### src/rtl/ftrsa_pkg.sv
`default_nettype none
// ----------------------------------------------------------------------------
// Slot allocator package
// Shared widths, result codes and the command and status bundles that pass
// between the controller and the datapath.
// ----------------------------------------------------------------------------
package ftrsa_pkg;

    localparam int SLOT_W   = 6;
    localparam int STATUS_W = 2;

    // Item kinds on the request channel.
    localparam logic KIND_ALLOC = 1'b0;
    localparam logic KIND_MARK  = 1'b1;

    typedef enum logic [STATUS_W-1:0] {
        STATUS_GRANTED   = 2'd0,
        STATUS_NONE_FREE = 2'd1,
        STATUS_MARK_SET  = 2'd2
    } status_t;

    // Commands from the controller to the datapath.
    typedef struct packed {
        logic clr_step;
        logic mark_wr;
        logic fill_grant;
        logic walk_start;
        logic walk_step;
        logic unlink;
        logic append;
        logic load_grant;
        logic load_fail;
    } dp_cmd_t;

    // Status from the datapath to the controller.
    typedef struct packed {
        logic clear_done;
        logic fill_left;
        logic cur_free;
        logic cur_is_tail;
    } dp_stat_t;

endpackage
`default_nettype wire

### src/rtl/ftrsa_req_if.sv
`default_nettype none
// ----------------------------------------------------------------------------
// Request channel
// Carries one request word: an allocation or a busy mark update.
// ----------------------------------------------------------------------------
interface ftrsa_req_if import ftrsa_pkg::*; ();

    logic              valid;
    logic              ready;
    logic              kind;
    logic [SLOT_W-1:0] slot_index;
    logic              busy_value;

    modport source (output valid, kind, slot_index, busy_value, input ready);
    modport sink   (input valid, kind, slot_index, busy_value, output ready);

endinterface
`default_nettype wire

### src/rtl/ftrsa_rsp_if.sv
`default_nettype none
// ----------------------------------------------------------------------------
// Response channel
// Carries one response word per request.
// ----------------------------------------------------------------------------
interface ftrsa_rsp_if import ftrsa_pkg::*; ();

    logic                valid;
    logic                ready;
    logic [STATUS_W-1:0] status;
    logic [SLOT_W-1:0]   granted_slot;
    logic                contents_lost;

    modport source (output valid, status, granted_slot, contents_lost, input ready);
    modport sink   (input valid, status, granted_slot, contents_lost, output ready);

endinterface
`default_nettype wire

### src/rtl/fill_then_reuse_slot_allocator.sv
`default_nettype none
// ----------------------------------------------------------------------------
// Fill-then-reuse slot allocator
// A busy mark word or a fill-mode allocation answers in the cycle after
// acceptance; a reuse allocation answers once the walk stops at a free slot
// or at the tail, after a further unlink step and append step when that slot
// has to be relinked at the tail.
// The reuse walk visits one list slot per cycle through the link memory read
// port; the next request is taken once the current word is answered.
// Reset: asynchronous, active low; afterwards a clearing pass zeroes every
// busy mark while req.ready is held low.
// ----------------------------------------------------------------------------
//
// The slots are kept in a singly linked list in the order they were handed
// out. While unused slots remain, each allocation takes the next one and
// appends it at the tail. Once every slot has been handed out, the block
// stays in reuse mode: it walks from the head to the first slot whose busy
// mark is clear, moves that slot to the tail and grants it, flagging that its
// old contents are gone. When no busy mark along the list is clear, the word
// reports that no slot could be reused and the list is left as it was.
//
// The controller and the datapath are joined only by a command bundle and a
// status bundle. The response register sits in the datapath, with its valid
// flag in the controller; while a finished word waits on the response
// channel, the request channel is not ready.
module fill_then_reuse_slot_allocator import ftrsa_pkg::*; #(
    parameter int ENTRIES = 64
) (
    input  wire logic   clk,
    input  wire logic   rst_n,
    ftrsa_req_if.sink   req,
    ftrsa_rsp_if.source rsp
);

    dp_cmd_t  cmd;
    dp_stat_t stat;

    // The controller decides, from the request kind and the datapath status,
    // which single step runs in each cycle.
    ftrsa_ctrl u_ctrl (
        .clk       (clk),
        .rst_n     (rst_n),
        .req_valid (req.valid),
        .req_kind  (req.kind),
        .req_ready (req.ready),
        .rsp_valid (rsp.valid),
        .rsp_ready (rsp.ready),
        .cmd       (cmd),
        .stat      (stat)
    );

    // The datapath holds the list, the busy marks and the response payload.
    ftrsa_dp #(
        .ENTRIES (ENTRIES)
    ) u_dp (
        .clk           (clk),
        .rst_n         (rst_n),
        .cmd           (cmd),
        .stat          (stat),
        .slot_index    (req.slot_index),
        .busy_value    (req.busy_value),
        .status        (rsp.status),
        .granted_slot  (rsp.granted_slot),
        .contents_lost (rsp.contents_lost)
    );

endmodule
`default_nettype wire

### src/rtl/ftrsa_dp.sv
`default_nettype none
// ----------------------------------------------------------------------------
// Slot allocator datapath
// Holds the link and busy memories, the list pointers, the walk cursor and
// the response register.
// ----------------------------------------------------------------------------
module ftrsa_dp import ftrsa_pkg::*; #(
    parameter int ENTRIES = 64
) (
    input  wire logic                clk,
    input  wire logic                rst_n,
    input  wire dp_cmd_t             cmd,
    output dp_stat_t                 stat,
    input  wire logic [SLOT_W-1:0]   slot_index,
    input  wire logic                busy_value,
    output logic [STATUS_W-1:0]      status,
    output logic [SLOT_W-1:0]        granted_slot,
    output logic                     contents_lost
);

    localparam int SW = $clog2(ENTRIES);
    localparam int CW = $clog2(ENTRIES + 1);
    localparam int XW = (SW > SLOT_W) ? SW : SLOT_W;

    logic [SW-1:0] link_mem [ENTRIES];
    logic          busy_mem [ENTRIES];

    logic [CW-1:0] fill_cnt_reg, fill_cnt_next;
    logic          reuse_reg, reuse_next;
    logic [SW-1:0] head_reg, head_next;
    logic [SW-1:0] tail_reg, tail_next;
    logic [SW-1:0] cur_reg, cur_next;
    logic [SW-1:0] prev_reg, prev_next;
    logic          have_prev_reg, have_prev_next;
    logic [SW-1:0] clr_cnt_reg, clr_cnt_next;

    logic [SW-1:0] link_rd_reg;
    logic          busy_rd_reg;
    logic [SW-1:0] rd_addr;

    status_t       status_reg;
    logic [SLOT_W-1:0] granted_reg;
    logic          lost_reg;

    logic [XW-1:0] req_ext;
    logic [SW-1:0] mark_addr;
    logic          mark_in_range;
    logic [SW-1:0] fill_slot;
    logic [XW-1:0] fill_ext;
    logic [XW-1:0] cur_ext;
    logic          fill_first;

    logic          link_we;
    logic [SW-1:0] link_waddr;
    logic [SW-1:0] link_wdata;
    logic          busy_we;
    logic [SW-1:0] busy_waddr;
    logic          busy_wdata;

    assign req_ext       = XW'(slot_index);
    assign mark_addr     = req_ext[SW-1:0];
    assign mark_in_range = 32'(slot_index) < ENTRIES;
    assign fill_slot     = fill_cnt_reg[SW-1:0];
    assign fill_ext      = XW'(fill_slot);
    assign cur_ext       = XW'(cur_reg);
    assign fill_first    = (fill_cnt_reg == '0);

    assign stat.clear_done  = (clr_cnt_reg == SW'(ENTRIES - 1));
    assign stat.fill_left   = !reuse_reg && (fill_cnt_reg != CW'(ENTRIES));
    assign stat.cur_free    = !busy_rd_reg;
    assign stat.cur_is_tail = (cur_reg == tail_reg);

    // The walk follows the link just read, so the next address comes
    // straight from the registered read data.
    assign rd_addr = cmd.walk_step ? link_rd_reg : head_reg;

    always_comb
    begin
        link_we    = 1'b0;
        link_waddr = tail_reg;
        link_wdata = cur_reg;
        if (cmd.fill_grant && !fill_first)
        begin
            link_we    = 1'b1;
            link_waddr = tail_reg;
            link_wdata = fill_slot;
        end
        else if (cmd.unlink && have_prev_reg)
        begin
            link_we    = 1'b1;
            link_waddr = prev_reg;
            link_wdata = link_rd_reg;
        end
        else if (cmd.append)
        begin
            link_we    = 1'b1;
            link_waddr = tail_reg;
            link_wdata = cur_reg;
        end
    end

    always_comb
    begin
        busy_we    = 1'b0;
        busy_waddr = clr_cnt_reg;
        busy_wdata = 1'b0;
        if (cmd.clr_step)
        begin
            busy_we = 1'b1;
        end
        else if (cmd.mark_wr && mark_in_range)
        begin
            busy_we    = 1'b1;
            busy_waddr = mark_addr;
            busy_wdata = busy_value;
        end
    end

    always_ff @(posedge clk)
    begin
        if (link_we)
        begin
            link_mem[link_waddr] <= link_wdata;
        end
        if (busy_we)
        begin
            busy_mem[busy_waddr] <= busy_wdata;
        end
        link_rd_reg <= link_mem[rd_addr];
        busy_rd_reg <= busy_mem[rd_addr];
    end

    always_comb
    begin
        fill_cnt_next  = fill_cnt_reg;
        reuse_next     = reuse_reg;
        head_next      = head_reg;
        tail_next      = tail_reg;
        cur_next       = cur_reg;
        prev_next      = prev_reg;
        have_prev_next = have_prev_reg;
        clr_cnt_next   = clr_cnt_reg;

        if (cmd.clr_step)
        begin
            clr_cnt_next = clr_cnt_reg + 1'b1;
        end
        if (cmd.fill_grant)
        begin
            fill_cnt_next = fill_cnt_reg + 1'b1;
            if (fill_first)
            begin
                head_next = '0;
                tail_next = '0;
            end
            else
            begin
                tail_next = fill_slot;
            end
        end
        if (cmd.walk_start)
        begin
            reuse_next     = 1'b1;
            cur_next       = head_reg;
            have_prev_next = 1'b0;
        end
        if (cmd.walk_step)
        begin
            prev_next      = cur_reg;
            have_prev_next = 1'b1;
            cur_next       = link_rd_reg;
        end
        if (cmd.unlink && !have_prev_reg)
        begin
            head_next = link_rd_reg;
        end
        if (cmd.append)
        begin
            tail_next = cur_reg;
        end
    end

    always_ff @(posedge clk or negedge rst_n)
    begin
        if (!rst_n)
        begin
            fill_cnt_reg  <= '0;
            reuse_reg     <= 1'b0;
            head_reg      <= '0;
            tail_reg      <= '0;
            cur_reg       <= '0;
            prev_reg      <= '0;
            have_prev_reg <= 1'b0;
            clr_cnt_reg   <= '0;
        end
        else
        begin
            fill_cnt_reg  <= fill_cnt_next;
            reuse_reg     <= reuse_next;
            head_reg      <= head_next;
            tail_reg      <= tail_next;
            cur_reg       <= cur_next;
            prev_reg      <= prev_next;
            have_prev_reg <= have_prev_next;
            clr_cnt_reg   <= clr_cnt_next;
        end
    end

    always_ff @(posedge clk)
    begin
        if (cmd.mark_wr)
        begin
            status_reg  <= STATUS_MARK_SET;
            granted_reg <= '0;
            lost_reg    <= 1'b0;
        end
        else if (cmd.fill_grant)
        begin
            status_reg  <= STATUS_GRANTED;
            granted_reg <= fill_ext[SLOT_W-1:0];
            lost_reg    <= 1'b0;
        end
        else if (cmd.load_grant)
        begin
            status_reg  <= STATUS_GRANTED;
            granted_reg <= cur_ext[SLOT_W-1:0];
            lost_reg    <= 1'b1;
        end
        else if (cmd.load_fail)
        begin
            status_reg  <= STATUS_NONE_FREE;
            granted_reg <= '0;
            lost_reg    <= 1'b0;
        end
    end

    assign status        = status_reg;
    assign granted_slot  = granted_reg;
    assign contents_lost = lost_reg;

endmodule
`default_nettype wire

### src/rtl/ftrsa_ctrl.sv
`default_nettype none
// ----------------------------------------------------------------------------
// Slot allocator controller
// Sequences the busy mark clearing pass, the mark and fill-mode requests
// and the reuse walk, and owns the response valid flag.
// ----------------------------------------------------------------------------
module ftrsa_ctrl import ftrsa_pkg::*; (
    input  wire logic     clk,
    input  wire logic     rst_n,
    input  wire logic     req_valid,
    input  wire logic     req_kind,
    output logic          req_ready,
    output logic          rsp_valid,
    input  wire logic     rsp_ready,
    output dp_cmd_t       cmd,
    input  wire dp_stat_t stat
);

    typedef enum logic [1:0] {
        ST_CLEAR,
        ST_IDLE,
        ST_WALK,
        ST_APPEND
    } state_t;

    state_t state_reg, state_next;
    logic   rsp_valid_reg, rsp_valid_next;
    logic   accept;
    logic   load;

    assign req_ready = (state_reg == ST_IDLE) && (!rsp_valid_reg || rsp_ready);
    assign accept    = req_ready && req_valid;
    assign rsp_valid = rsp_valid_reg;

    always_comb
    begin
        cmd        = '0;
        load       = 1'b0;
        state_next = state_reg;
        unique case (state_reg)
            ST_CLEAR:
            begin
                cmd.clr_step = 1'b1;
                if (stat.clear_done)
                begin
                    state_next = ST_IDLE;
                end
            end
            ST_IDLE:
            begin
                if (accept)
                begin
                    if (req_kind == KIND_MARK)
                    begin
                        cmd.mark_wr = 1'b1;
                        load        = 1'b1;
                    end
                    else if (stat.fill_left)
                    begin
                        cmd.fill_grant = 1'b1;
                        load           = 1'b1;
                    end
                    else
                    begin
                        cmd.walk_start = 1'b1;
                        state_next     = ST_WALK;
                    end
                end
            end
            ST_WALK:
            begin
                if (stat.cur_free && stat.cur_is_tail)
                begin
                    cmd.load_grant = 1'b1;
                    load           = 1'b1;
                    state_next     = ST_IDLE;
                end
                else if (stat.cur_free)
                begin
                    cmd.unlink = 1'b1;
                    state_next = ST_APPEND;
                end
                else if (stat.cur_is_tail)
                begin
                    cmd.load_fail = 1'b1;
                    load          = 1'b1;
                    state_next    = ST_IDLE;
                end
                else
                begin
                    cmd.walk_step = 1'b1;
                end
            end
            ST_APPEND:
            begin
                cmd.append     = 1'b1;
                cmd.load_grant = 1'b1;
                load           = 1'b1;
                state_next     = ST_IDLE;
            end
            default:
            begin
                state_next = ST_CLEAR;
            end
        endcase
        rsp_valid_next = load || (rsp_valid_reg && !rsp_ready);
    end

    always_ff @(posedge clk or negedge rst_n)
    begin
        if (!rst_n)
        begin
            state_reg     <= ST_CLEAR;
            rsp_valid_reg <= 1'b0;
        end
        else
        begin
            state_reg     <= state_next;
            rsp_valid_reg <= rsp_valid_next;
        end
    end

endmodule
`default_nettype wire

### src/flat_wrapper.sv
// flat-port wrapper written by rule: the top's interface ports become plain ports
module fill_then_reuse_slot_allocator_flat import ftrsa_pkg::*;
#(
    parameter int ENTRIES = 64
)
  (clk, rst_n, req_valid, req_kind, req_slot_index, req_busy_value, req_ready, rsp_valid, rsp_status, rsp_granted_slot, rsp_contents_lost, rsp_ready);
  ftrsa_req_if req_i ();
  ftrsa_rsp_if rsp_i ();
  input  wire logic clk;
  input  wire logic rst_n;
  input wire logic [$bits(req_i.valid)-1:0] req_valid;
  input wire logic [$bits(req_i.kind)-1:0] req_kind;
  input wire logic [$bits(req_i.slot_index)-1:0] req_slot_index;
  input wire logic [$bits(req_i.busy_value)-1:0] req_busy_value;
  output wire logic [$bits(req_i.ready)-1:0] req_ready;
  output wire logic [$bits(rsp_i.valid)-1:0] rsp_valid;
  output wire logic [$bits(rsp_i.status)-1:0] rsp_status;
  output wire logic [$bits(rsp_i.granted_slot)-1:0] rsp_granted_slot;
  output wire logic [$bits(rsp_i.contents_lost)-1:0] rsp_contents_lost;
  input wire logic [$bits(rsp_i.ready)-1:0] rsp_ready;
  assign req_i.valid = req_valid;
  assign req_i.kind = req_kind;
  assign req_i.slot_index = req_slot_index;
  assign req_i.busy_value = req_busy_value;
  assign req_ready = req_i.ready;
  assign rsp_valid = rsp_i.valid;
  assign rsp_status = rsp_i.status;
  assign rsp_granted_slot = rsp_i.granted_slot;
  assign rsp_contents_lost = rsp_i.contents_lost;
  assign rsp_i.ready = rsp_ready;
  fill_then_reuse_slot_allocator #(.ENTRIES(ENTRIES)) u_core (.clk(clk), .rst_n(rst_n), .req(req_i), .rsp(rsp_i));
endmodule
### config.mk
export PLATFORM = sky130hd
export DESIGN_NAME = fill_then_reuse_slot_allocator_flat
export DESIGN_NICKNAME = d
export VERILOG_FILES = /design/src/rtl/ftrsa_pkg.sv /design/src/rtl/ftrsa_req_if.sv /design/src/rtl/ftrsa_rsp_if.sv /design/src/rtl/fill_then_reuse_slot_allocator.sv /design/src/rtl/ftrsa_dp.sv /design/src/rtl/ftrsa_ctrl.sv /design/src/flat_wrapper.sv
export SDC_FILE = /design/constraint.sdc
export NUM_CORES = 1
export LEC_CHECK = 0
export BUFFER_PORTS_ARGS = -buffer_cell sky130_fd_sc_hd__buf_2
export CAP_MARGIN = 20
export CORE_ASPECT_RATIO = 1.75
export CORE_MARGIN = 1.5
export CORE_UTILIZATION = 40
export DETAILED_ROUTE_END_ITERATION = 12
export PLACE_DENSITY_LB_ADDON = 0.3
export SETUP_SLACK_MARGIN = 0.02
export SYNTH_ARGS = -nofsm -noshare
export SYNTH_HDL_FRONTEND = slang
export SYNTH_SLANG_ARGS = --single-unit
### constraint.sdc
create_clock -name clk -period 5.18 [get_ports clk]
set_clock_uncertainty 0.15 [all_clocks]
set_input_delay 0.518 -clock clk [delete_from_list [all_inputs] [get_ports clk]]
set_output_delay 0.518 -clock clk [all_outputs]
set_load 0.01 [all_outputs]
### Word level (Yosys, flattened, before mapping)

Memories as Yosys holds them, arrays and structs flattened. A register that Yosys moved wholly into a read port is not among the register bits.
Cells that the tools add are included.

* RAM bits: 448
* memories kept: 2
* flip-flop bits (word level): 51
* bits of input ports: 12

Memories
* u_core.u_dp.link_mem: depth 64, bits a word 6, read ports 1, clocked after memory_dff 1, write ports 1, line ftrsa_dp.sv:25 `logic [SW-1:0] link_mem [ENTRIES];`
* u_core.u_dp.busy_mem: depth 64, bits a word 1, read ports 1, clocked after memory_dff 1, write ports 1, line ftrsa_dp.sv:26 `logic busy_mem [ENTRIES];`

* equality and inequality tests: 11
* add/subtract/negate cells: 2
* reduce and logical (&&, ||, !) cells: 28
* muxes and demuxes: 67

Operators with widths (number)
* $mux W6: 18
* $mux W1: 31
* $mux W2: 13
* $reduce_bool A2 Y1: 5
* $logic_and A1 B1 Y1: 8
* $pmux W2 S4: 1
* $add A7 B1 Y7 const B: 1
* $logic_not A7 Y1: 1
* $ne A7 B7 Y1 const B: 1
* $add A6 B1 Y6 const B: 1
* $eq A6 B6 Y1: 1
* $eq A6 B6 Y1 const B: 1
* $logic_not A1 Y1: 6
* $mux W3: 2
* $ne A2 B2 Y1 const B: 3
* $reduce_and A5 Y1: 1
* $eq A2 B2 Y1 const B: 2
* $ne A4 B4 Y1 const B: 1
* $pmux W1 S3: 1
* $reduce_bool A3 Y1: 1
* $reduce_or A3 Y1: 1
* $eq A2 B1 Y1 const B: 1
* $logic_not A2 Y1: 1
* $logic_or A1 B1 Y1: 2
* other kinds (4): 4

### Logic depth before layout (Yosys ltp)

Gate-level depths: netlist of run 1.

* depth after elaboration: 10
* mapped depth: 13
* mapped depth without buffers: 11

### Modules after synthesis

From an unflattened synthesis of run 1, not the netlist that was laid out.

* cell total of the unflattened synthesis: 2158
* area total of the unflattened synthesis: 24343.3 sq um

Modules (own cells, without submodules)
* ftrsa_dp: cells an instance 2124, times used 1, area an instance 24046.8 sq um, sequential area each 14749.1 sq um
* ftrsa_ctrl: cells an instance 34, times used 1, area an instance 296.5 sq um, sequential area each 75.1 sq um

### Least setup slack after synthesis of run 1

OpenSTA, ideal clock, no wires.

* path kind: reg-to-reg
* from: register u_core.u_dp.fill_cnt_reg[0]
* to: memory u_core.u_dp.link_mem[0][0] (netlist bit), data pin
* arrival time: 3.972 ns
* path slack: 0.357 ns
* clock period less this slack: 4.823 ns
* cell stages (with the launch flop): 8
* cells stage by stage: dfrtp_1 -> inv_1 -> ha_1 -> nand2b_1 -> nor4_1 -> nor4_1 -> clkbuf_1 -> o21ai_0

* cells in the longest elaborated chain, start to end: 8

RTL lines
* start: declaration: line ftrsa_dp.sv:28 `logic [CW-1:0] fill_cnt_reg, fill_cnt_next;`
* start signal: assignment: line ftrsa_dp.sv:198 `fill_cnt_reg <= fill_cnt_next;`
* $ne A7 B7 Y1: line ftrsa_dp.sv:69 `assign stat.fill_left = !reuse_reg && (fill_cnt_reg != CW'(ENTRIES));`
* $logic_and A1 B1 Y1: line ftrsa_dp.sv:69
* $mux W1: line ftrsa_ctrl.sv:58 `else if (stat.fill_left)`
* $mux W2: line ftrsa_ctrl.sv:53 `if (req_kind == KIND_MARK)`
* $mux W3: line ftrsa_ctrl.sv:51 `if (accept)`
* $mux W3: line ftrsa_ctrl.sv:40 `unique case (state_reg)`
* $logic_and A1 B1 Y1: line ftrsa_dp.sv:82 `if (cmd.fill_grant && !fill_first)`
* $mux W6 *: line ftrsa_dp.sv:82
* net u_core.u_dp.link_wdata[0]: line ftrsa_dp.sv:55 `logic [SW-1:0] link_wdata;`
* end: declaration: line ftrsa_dp.sv:25

The timed path passes the listed nets; every way through them passes the cells marked *.

### Worst setup path in the final report of run 1

* from: register u_core.u_dp.cur_reg[5], in the netlist u_core.u_dp.cur_ext[5]
* to: register u_core.u_dp.link_rd_reg[1] (read register of u_core.u_dp.link_mem)

* cells in the longest elaborated chain, start to end: 6

RTL lines
* start: declaration: line ftrsa_dp.sv:32 `logic [SW-1:0] cur_reg, cur_next;`
* start signal: assignment: line ftrsa_dp.sv:202 `cur_reg <= cur_next;`
* $eq A6 B6 Y1 *: line ftrsa_dp.sv:71 `assign stat.cur_is_tail = (cur_reg == tail_reg);`
* $mux W1: line ftrsa_ctrl.sv:83 `else if (stat.cur_is_tail)`
* $mux W1: line ftrsa_ctrl.sv:78 `else if (stat.cur_free)`
* $mux W2 *: line ftrsa_ctrl.sv:72 `if (stat.cur_free && stat.cur_is_tail)`
* $mux W2 *: line ftrsa_ctrl.sv:40
* $mux W6 *: line ftrsa_dp.sv:75 `assign rd_addr = cmd.walk_step ? link_rd_reg : head_reg;`
* end: declaration: line ftrsa_dp.sv:37 `logic [SW-1:0] link_rd_reg;`

Every way passes the cells marked *; elsewhere a longest branch is shown, timed or not.
A chain may end at the register's enable or synchronous reset.

==> results.sh, run 1 <==
export IMPL_critPathKind="reg -> reg"
export IMPL_ir_drop_mv=0.286
export IMPL_slew_headroom=0.236
export IMPL_cts_tree="done"
export IMPL_routedWlPerCell_um=22.8
export IMPL_hpwl_um=35600
export IMPL_cts_sinks=506
export IMPL_finalHoldViolCount=0
export IMPL_synth_adder_area_share=0.00473
export IMPL_first_pass_iters=6
export IMPL_synth_compound_gate_area_share=0.0886
export IMPL_clock_latency_ns=0.57
export IMPL_synth_top_family_by_area="simple AND/OR/NAND/NOR gates"
export IMPL_drive_gt1_frac=0.0919
export IMPL_fmax_mhz=219
export IMPL_clockRootBuffer="clkbuf_16"
export IMPL_cp_cell_sequence="xor2_1 > nor4_4 > mux2_2 > and2_4 > buf_4 > mux2i_1 > a221oi_1 > nor4_1 > nand4_1"
export IMPL_setup_viol=0
export IMPL_hold_path_class="in -> async"
export IMPL_rows=111
export IMPL_postCtsSetupRepairBufs=0
export IMPL_worst_ep_arrival_time_ns=4.83
export IMPL_fin_nets=1685
export IMPL_finalMaxSlewViolations=0
export IMPL_routed_via_density=5.67
export IMPL_area_delta_synth_final_pct=11.6
export IMPL_layout_commonest_cell="edfxtp_1"
export IMPL_ant_nets=0
export IMPL_required_ns=5.44
export IMPL_die_area_um2=54300
export IMPL_ys_async_sr_fraction=0.0830
export IMPL_use_met3=0.0200
export IMPL_tns_ns=0
export IMPL_htree_levels=2
export IMPL_die_h_um=307
export IMPL_gp_congestion=0.853
export IMPL_start_util=0.404
export IMPL_io_pins=23
export IMPL_fin_crit_sh=0.883
export IMPL_clockBufferDepth=3
export IMPL_synthCells=1647
export IMPL_place_inst=2294
export IMPL_largest_reg_flops=384
export IMPL_post_cts_resized=0
export IMPL_gr_total_overflow=0
export IMPL_antenna_found_initial=0
export IMPL_grt_max_degree=72
export IMPL_drtIter0Drc=1102
export IMPL_synth_simple_area_share=0.130
export IMPL_max_stage_delay_ns=0.85
export IMPL_synth_xor_area_frac=0.00663
export IMPL_core_area_um2=52400
export IMPL_final_cell_mix="448 x edfxtp_1, 316 x nand2_1, 154 x nor2_1"
export IMPL_syn_num_nets=1667
export IMPL_outcome="finished, final reports clean"
export IMPL_maxCapViolations=0
export IMPL_synthMuxAreaShare=0.0473
export IMPL_antennaDiodeCount=0
export IMPL_ys_seq_area_frac=0.701
export IMPL_vias=13500
export IMPL_clkTransAtPathRegs_ns=0.07
export IMPL_fin_cells=2375
export IMPL_use_met1=0.236
export IMPL_power_leakage_uw=0.00870
export IMPL_cts_buffers=44
export IMPL_synth_seq_cells=506
export IMPL_grt_pass1_wl_um=81900
export IMPL_numPortBuffers=22
export IMPL_path_max_fanout=59
export IMPL_synth_distinct_cells=56
export IMPL_wl_um=54000
export IMPL_ys_warn_count=0
export IMPL_critPathSlowestCell="nor4_1"
export IMPL_met2_usage=0.369
export IMPL_synth_edf_count=448
export IMPL_syn_area_um2=21200
export IMPL_rsz0062_at_grt="false"
export IMPL_grt_pass1_vias=13300
export IMPL_avgSynthCellArea_um2=12.8
export IMPL_grt_busiest_layer="met2"
export IMPL_n_fill_cell=4617
export IMPL_worst_pin_slew_ns=1.15
export IMPL_cp_end_kind="register"
export IMPL_worstSetupStartpointType="register"
export IMPL_drc_errors=0
export IMPL_powerDensity_nw_per_um2=325
export IMPL_fp_dieW_um=177
export IMPL_synth_flop_cell="edfxtp_1"
export IMPL_period_needed_ns=4.57
export IMPL_grtUsageTotal=0.201
## metal layers
layer  routed length, um  vias up
met4                2290        0
li1                    -     6183
met5                   0        -
met1               20600     6767
met3                2570      104
met2               28600      417
## worst max-delay path: cells and delay by family, from the launching register on
kind                   cells  cell delay (ns)
XOR/XNOR                   1             0.20
AND/OR/NAND/NOR            4             2.25
flip-flops                 1             0.46
AO/OA/AOI/OAI              1             0.14
buffers and inverters      1             0.54
multiplexers               2             0.56
## path summary, 6_finish.rpt
check / from / endpoint / slack, ns / cells past startpoint
setup / recovery: u_core.u_dp.cur_ext[5] / u_core.u_dp.link_rd_reg[1] / 0.61 / 9
hold / removal: rst_n / u_core.u_ctrl.rsp_valid / 0.15 / 2
setup reg to reg: u_core.u_dp.cur_ext[5] / u_core.u_dp.link_rd_reg[1] / 0.61 / 9
hold reg to reg: u_core.u_dp.status[1] / u_core.u_dp.status[1] / 0.31 / 2
max in group asynchronous: rst_n / u_core.u_dp.tail_reg[2] / 4.27 / 3
min in group clk: rsp_ready / u_core.u_ctrl.rsp_valid / 0.18 / 3
## area by class of cell
class	count	area, um2	area share
sequential	506	14800	0.628
tap	678	848	0.0359
clock inverter	23	236	0.0100
clock buffer	55	1180	0.0502
timing repair buffer	66	493	0.0209
multi-input combinational	1035	5970	0.253
inverter	12	45.0	0.00191
## cells by family after synthesis
kind of cell	count (synthesis)
simple gates	638
flops	506
compound gates	274
buf+inv	106
mux	99
xor+xnor	16
fa+ha+maj	8
## metrics by stage
step                 util  worst slack [ns]  power (uW)  area (um2)  hold slack (ns)
floorplan               -             0.357        4460       21200           0.0724
global placement    0.422             0.585        4480       22100            0.285
detailed placement  0.423             0.555        4480       22100            0.289
CTS                 0.450             0.530        7730       23600            0.149
global route        0.451             0.423        7860       23600            0.167
finish              0.451             0.606        7680       23600            0.153
## where the power goes
group	switching [uW]	leakage (uW)	internal [uW]	total, uW
clock	1460	0.000691	1830	3290
sequential	0	0.00531	4370	4370
combinational	9.89	0.00270	5.59	15.5
## synth_stat cells (all sizes together) (2+ instances only)
library cell  number  share of area
edfxtp           448           0.64
nand2            317          0.056
nor2             157          0.028
mux2i             94          0.045
a21oi             72          0.017
clkbuf            55         0.0098
a221oi            53          0.022
a31oi             45          0.013
dfrtp             42          0.050
nand3             41         0.0097
buf               39         0.0096
o21ai             35         0.0083
a32oi             28          0.012
nor3              28         0.0066
and3              20         0.0059
nor4              20         0.0066
dfxtp             16          0.015
nand2b            16         0.0047
inv               12         0.0021
xnor2             11         0.0046
and2               9         0.0027
nand4              9         0.0027
ha                 8         0.0047
a22o               7         0.0029
or2                6         0.0018
a21boi             5         0.0018
a222oi             5         0.0024
mux2               5         0.0027
nand3b             5         0.0018
or3                5         0.0015
xor2               5         0.0021
a41oi              4         0.0017
o21a               3         0.0011
o31a               3         0.0012
o31ai              3         0.0011
a211oi             2        0.00095
a21o               2        0.00071
nor2b              2        0.00059
nor3b              2        0.00071
o22ai              2        0.00059
## what timing repair did
action,in CTS,in global routing
endpoints found under the hold margin,39,0
hold buffers,1,0
setup endpoints to repair,0,0
(Power assumes the default switching activity.)
==> run 2: changes to the inputs <==
--- a/config.mk
+++ b/config.mk
@@ -10,6 +10,7 @@
 export CORE_ASPECT_RATIO = 1.75
 export CORE_MARGIN = 1.5
 export CORE_UTILIZATION = 40
+export CTS_BUF_LIST = sky130_fd_sc_hd__clkbuf_8
 export DETAILED_ROUTE_END_ITERATION = 12
 export PLACE_DENSITY_LB_ADDON = 0.3
 export SETUP_SLACK_MARGIN = 0.02
==> results.sh, run 2 (synthesis results as in run 1) <==
export IMPL_worst_ep_arrival_time_ns=4.96
export IMPL_largest_reg_flops=384
export IMPL_htree_levels=3
export IMPL_r2r_end="u_core.u_dp.link_rd_reg[1]"
export IMPL_period_needed_ns=4.63
export IMPL_total_power_uw=7290
export IMPL_numPortBuffers=22
export IMPL_fin_cells=2420
export IMPL_wl_um=54500
export IMPL_drtIter0Drc=1159
export IMPL_grt_pass1_wl_um=82800
export IMPL_clockRootBuffer="clkbuf_8"
export IMPL_fin_nets=1709
export IMPL_hold_path_class="in -> reg"
export IMPL_layout_commonest_cell="edfxtp_1"
export IMPL_finalHoldViolCount=0
export IMPL_place_inst=2294
export IMPL_power_clock_fraction=0.398
export IMPL_p_int_uw=5790
export IMPL_die_h_um=307
export IMPL_grt_max_degree=72
export IMPL_powerDensity_nw_per_um2=311
export IMPL_start_util=0.404
export IMPL_power_frac_seq=0.600
export IMPL_multiInputGateArea_um2=5970
export IMPL_worstSetupStartpointType="register"
export IMPL_die_area_um2=54300
export IMPL_first_pass_iters=5
export IMPL_path_max_fanout=59
export IMPL_power_leakage_uw=0.00875
export IMPL_fin_crit_sh=0.893
export IMPL_maxCapViolations=0
export IMPL_routed_via_density=5.65
export IMPL_finalMaxSlewViolations=0
export IMPL_min_path_cells=3
export IMPL_antenna_found_initial=1
export IMPL_min_from="rsp_ready"
export IMPL_fp_dieW_um=177
export IMPL_clockBufferDepth=3
export IMPL_comb_power_share=0.002
export IMPL_slew_headroom=0.246
export IMPL_power_switching_uw=1490
export IMPL_routedWlPerCell_um=22.5
export IMPL_hpwl_um=35600
export IMPL_gp_congestion=0.853
export IMPL_place_area_um2=22100
export IMPL_cts_tree="done"
export IMPL_finalInstanceArea_um2=23400
export IMPL_vias=13700
export IMPL_ant_nets=0
export IMPL_post_cts_resized=0
export IMPL_gr_total_overflow=0
export IMPL_grtUsageTotal=0.204
export IMPL_r2r_setup_slack_ns=0.55
export IMPL_io_pins=23
export IMPL_setup_ws_ns=0.553
export IMPL_worst_pin_slew_ns=1.12
export IMPL_n_fill_cell=4656
export IMPL_drc_errors=0
export IMPL_ff_latch_area_um2=14800
export IMPL_cts_sinks=506
export IMPL_core_area_um2=52400
export IMPL_worstReg2RegStart="u_core.u_dp.tail_reg[2]"
export IMPL_rsz0062_at_grt="false"
export IMPL_outcome="finished, final reports clean"
export IMPL_tns_ns=0
export IMPL_setup_viol=0
export IMPL_clkTransAtPathRegs_ns=0.07
export IMPL_final_cell_mix="448 x edfxtp_1, 316 x nand2_1, 154 x nor2_1"
export IMPL_cts_buffers=69
export IMPL_rows=111
export IMPL_pre_cts_slack_ns=0.555
export IMPL_area_delta_synth_final_pct=10.8
export IMPL_clock_latency_ns=0.64
export IMPL_cp_end_kind="register"
export IMPL_critPathKind="reg -> reg"
export IMPL_grt_pass1_vias=13600
export IMPL_ir_drop_mv=0.228
export IMPL_fmax_mhz=216
export IMPL_switching_share=0.205
export IMPL_drive_gt1_frac=0.103
export IMPL_reg2reg_depth=9
export IMPL_hold_end="u_core.u_ctrl.rsp_valid"
export IMPL_required_ns=5.51
run 2: how the worst max path moves through the flow:
stage                                            end  slack [ns]                   startpoint
after floorplan           u_core.u_dp.link_mem[0][0]        0.36  u_core.u_dp.fill_cnt_reg[0]
after global placement    u_core.u_dp.link_rd_reg[1]        0.59      u_core.u_dp.tail_reg[2]
after detailed placement  u_core.u_dp.link_rd_reg[1]        0.56       u_core.u_dp.cur_ext[5]
after CTS                 u_core.u_dp.link_rd_reg[1]        0.53      u_core.u_dp.tail_reg[2]
after global routing      u_core.u_dp.link_rd_reg[1]        0.38      u_core.u_dp.tail_reg[2]
final                     u_core.u_dp.link_rd_reg[1]        0.55      u_core.u_dp.tail_reg[2]
run 2: what timing repair did:
| action | 4_1_cts | 5_1_grt |
|---|---|---|
| hold endpoints to repair | 42 | 0 |
| setup buffers | 0 | 0 |
| hold buffers | 1 | 0 |
run 2: layout make-up:
cell class	instances	area share
Tap cell	678	0.0362
Multi-Input combinational cell	1035	0.255
Antenna cell	1	0.000107
Clock inverter	50	0.0115
Inverter	12	0.00192
Sequential cell	506	0.632
Timing Repair Buffer	65	0.0202
Clock buffer	73	0.0429
run 2: metal layers:
metal,GRT usage,part of all wire
met1,0.234,0.38
met2,0.373,0.53
met3,0.0289,0.050
met4,0.0934,0.040
met5,0,0
run 2: per-stage QoR:
step / hold slack (ns) / utilization
after floorplan: 0.0724 / -
after global placement: 0.285 / 0.422
after detailed placement: 0.289 / 0.423
after CTS: 0.0670 / 0.447
after global routing: 0.115 / 0.448
final: 0.106 / 0.448
run 2: power groups by stage:
stage | Sequential [uW] | Clock, uW | Combinational [uW]
after CTS | 4370 | 2960 | 14.1
after floorplan | 4460 | 0 | 0.687
after global placement | 4460 | 0 | 13.2
after global routing | 4370 | 3100 | 15.6
after detailed placement | 4460 | 0 | 13.6
final | 4370 | 2900 | 13.4
run 2: critical path, stage by stage (launching register included):
cell	delay (ns)
dfrtp_1	0.46
xor2_1	0.21
nor4_4	0.51
mux2_2	0.29
and2_4	0.72
buf_4	0.53
mux2i_1	0.27
a221oi_1	0.13
nor4_1	0.93
nand4_1	0.17
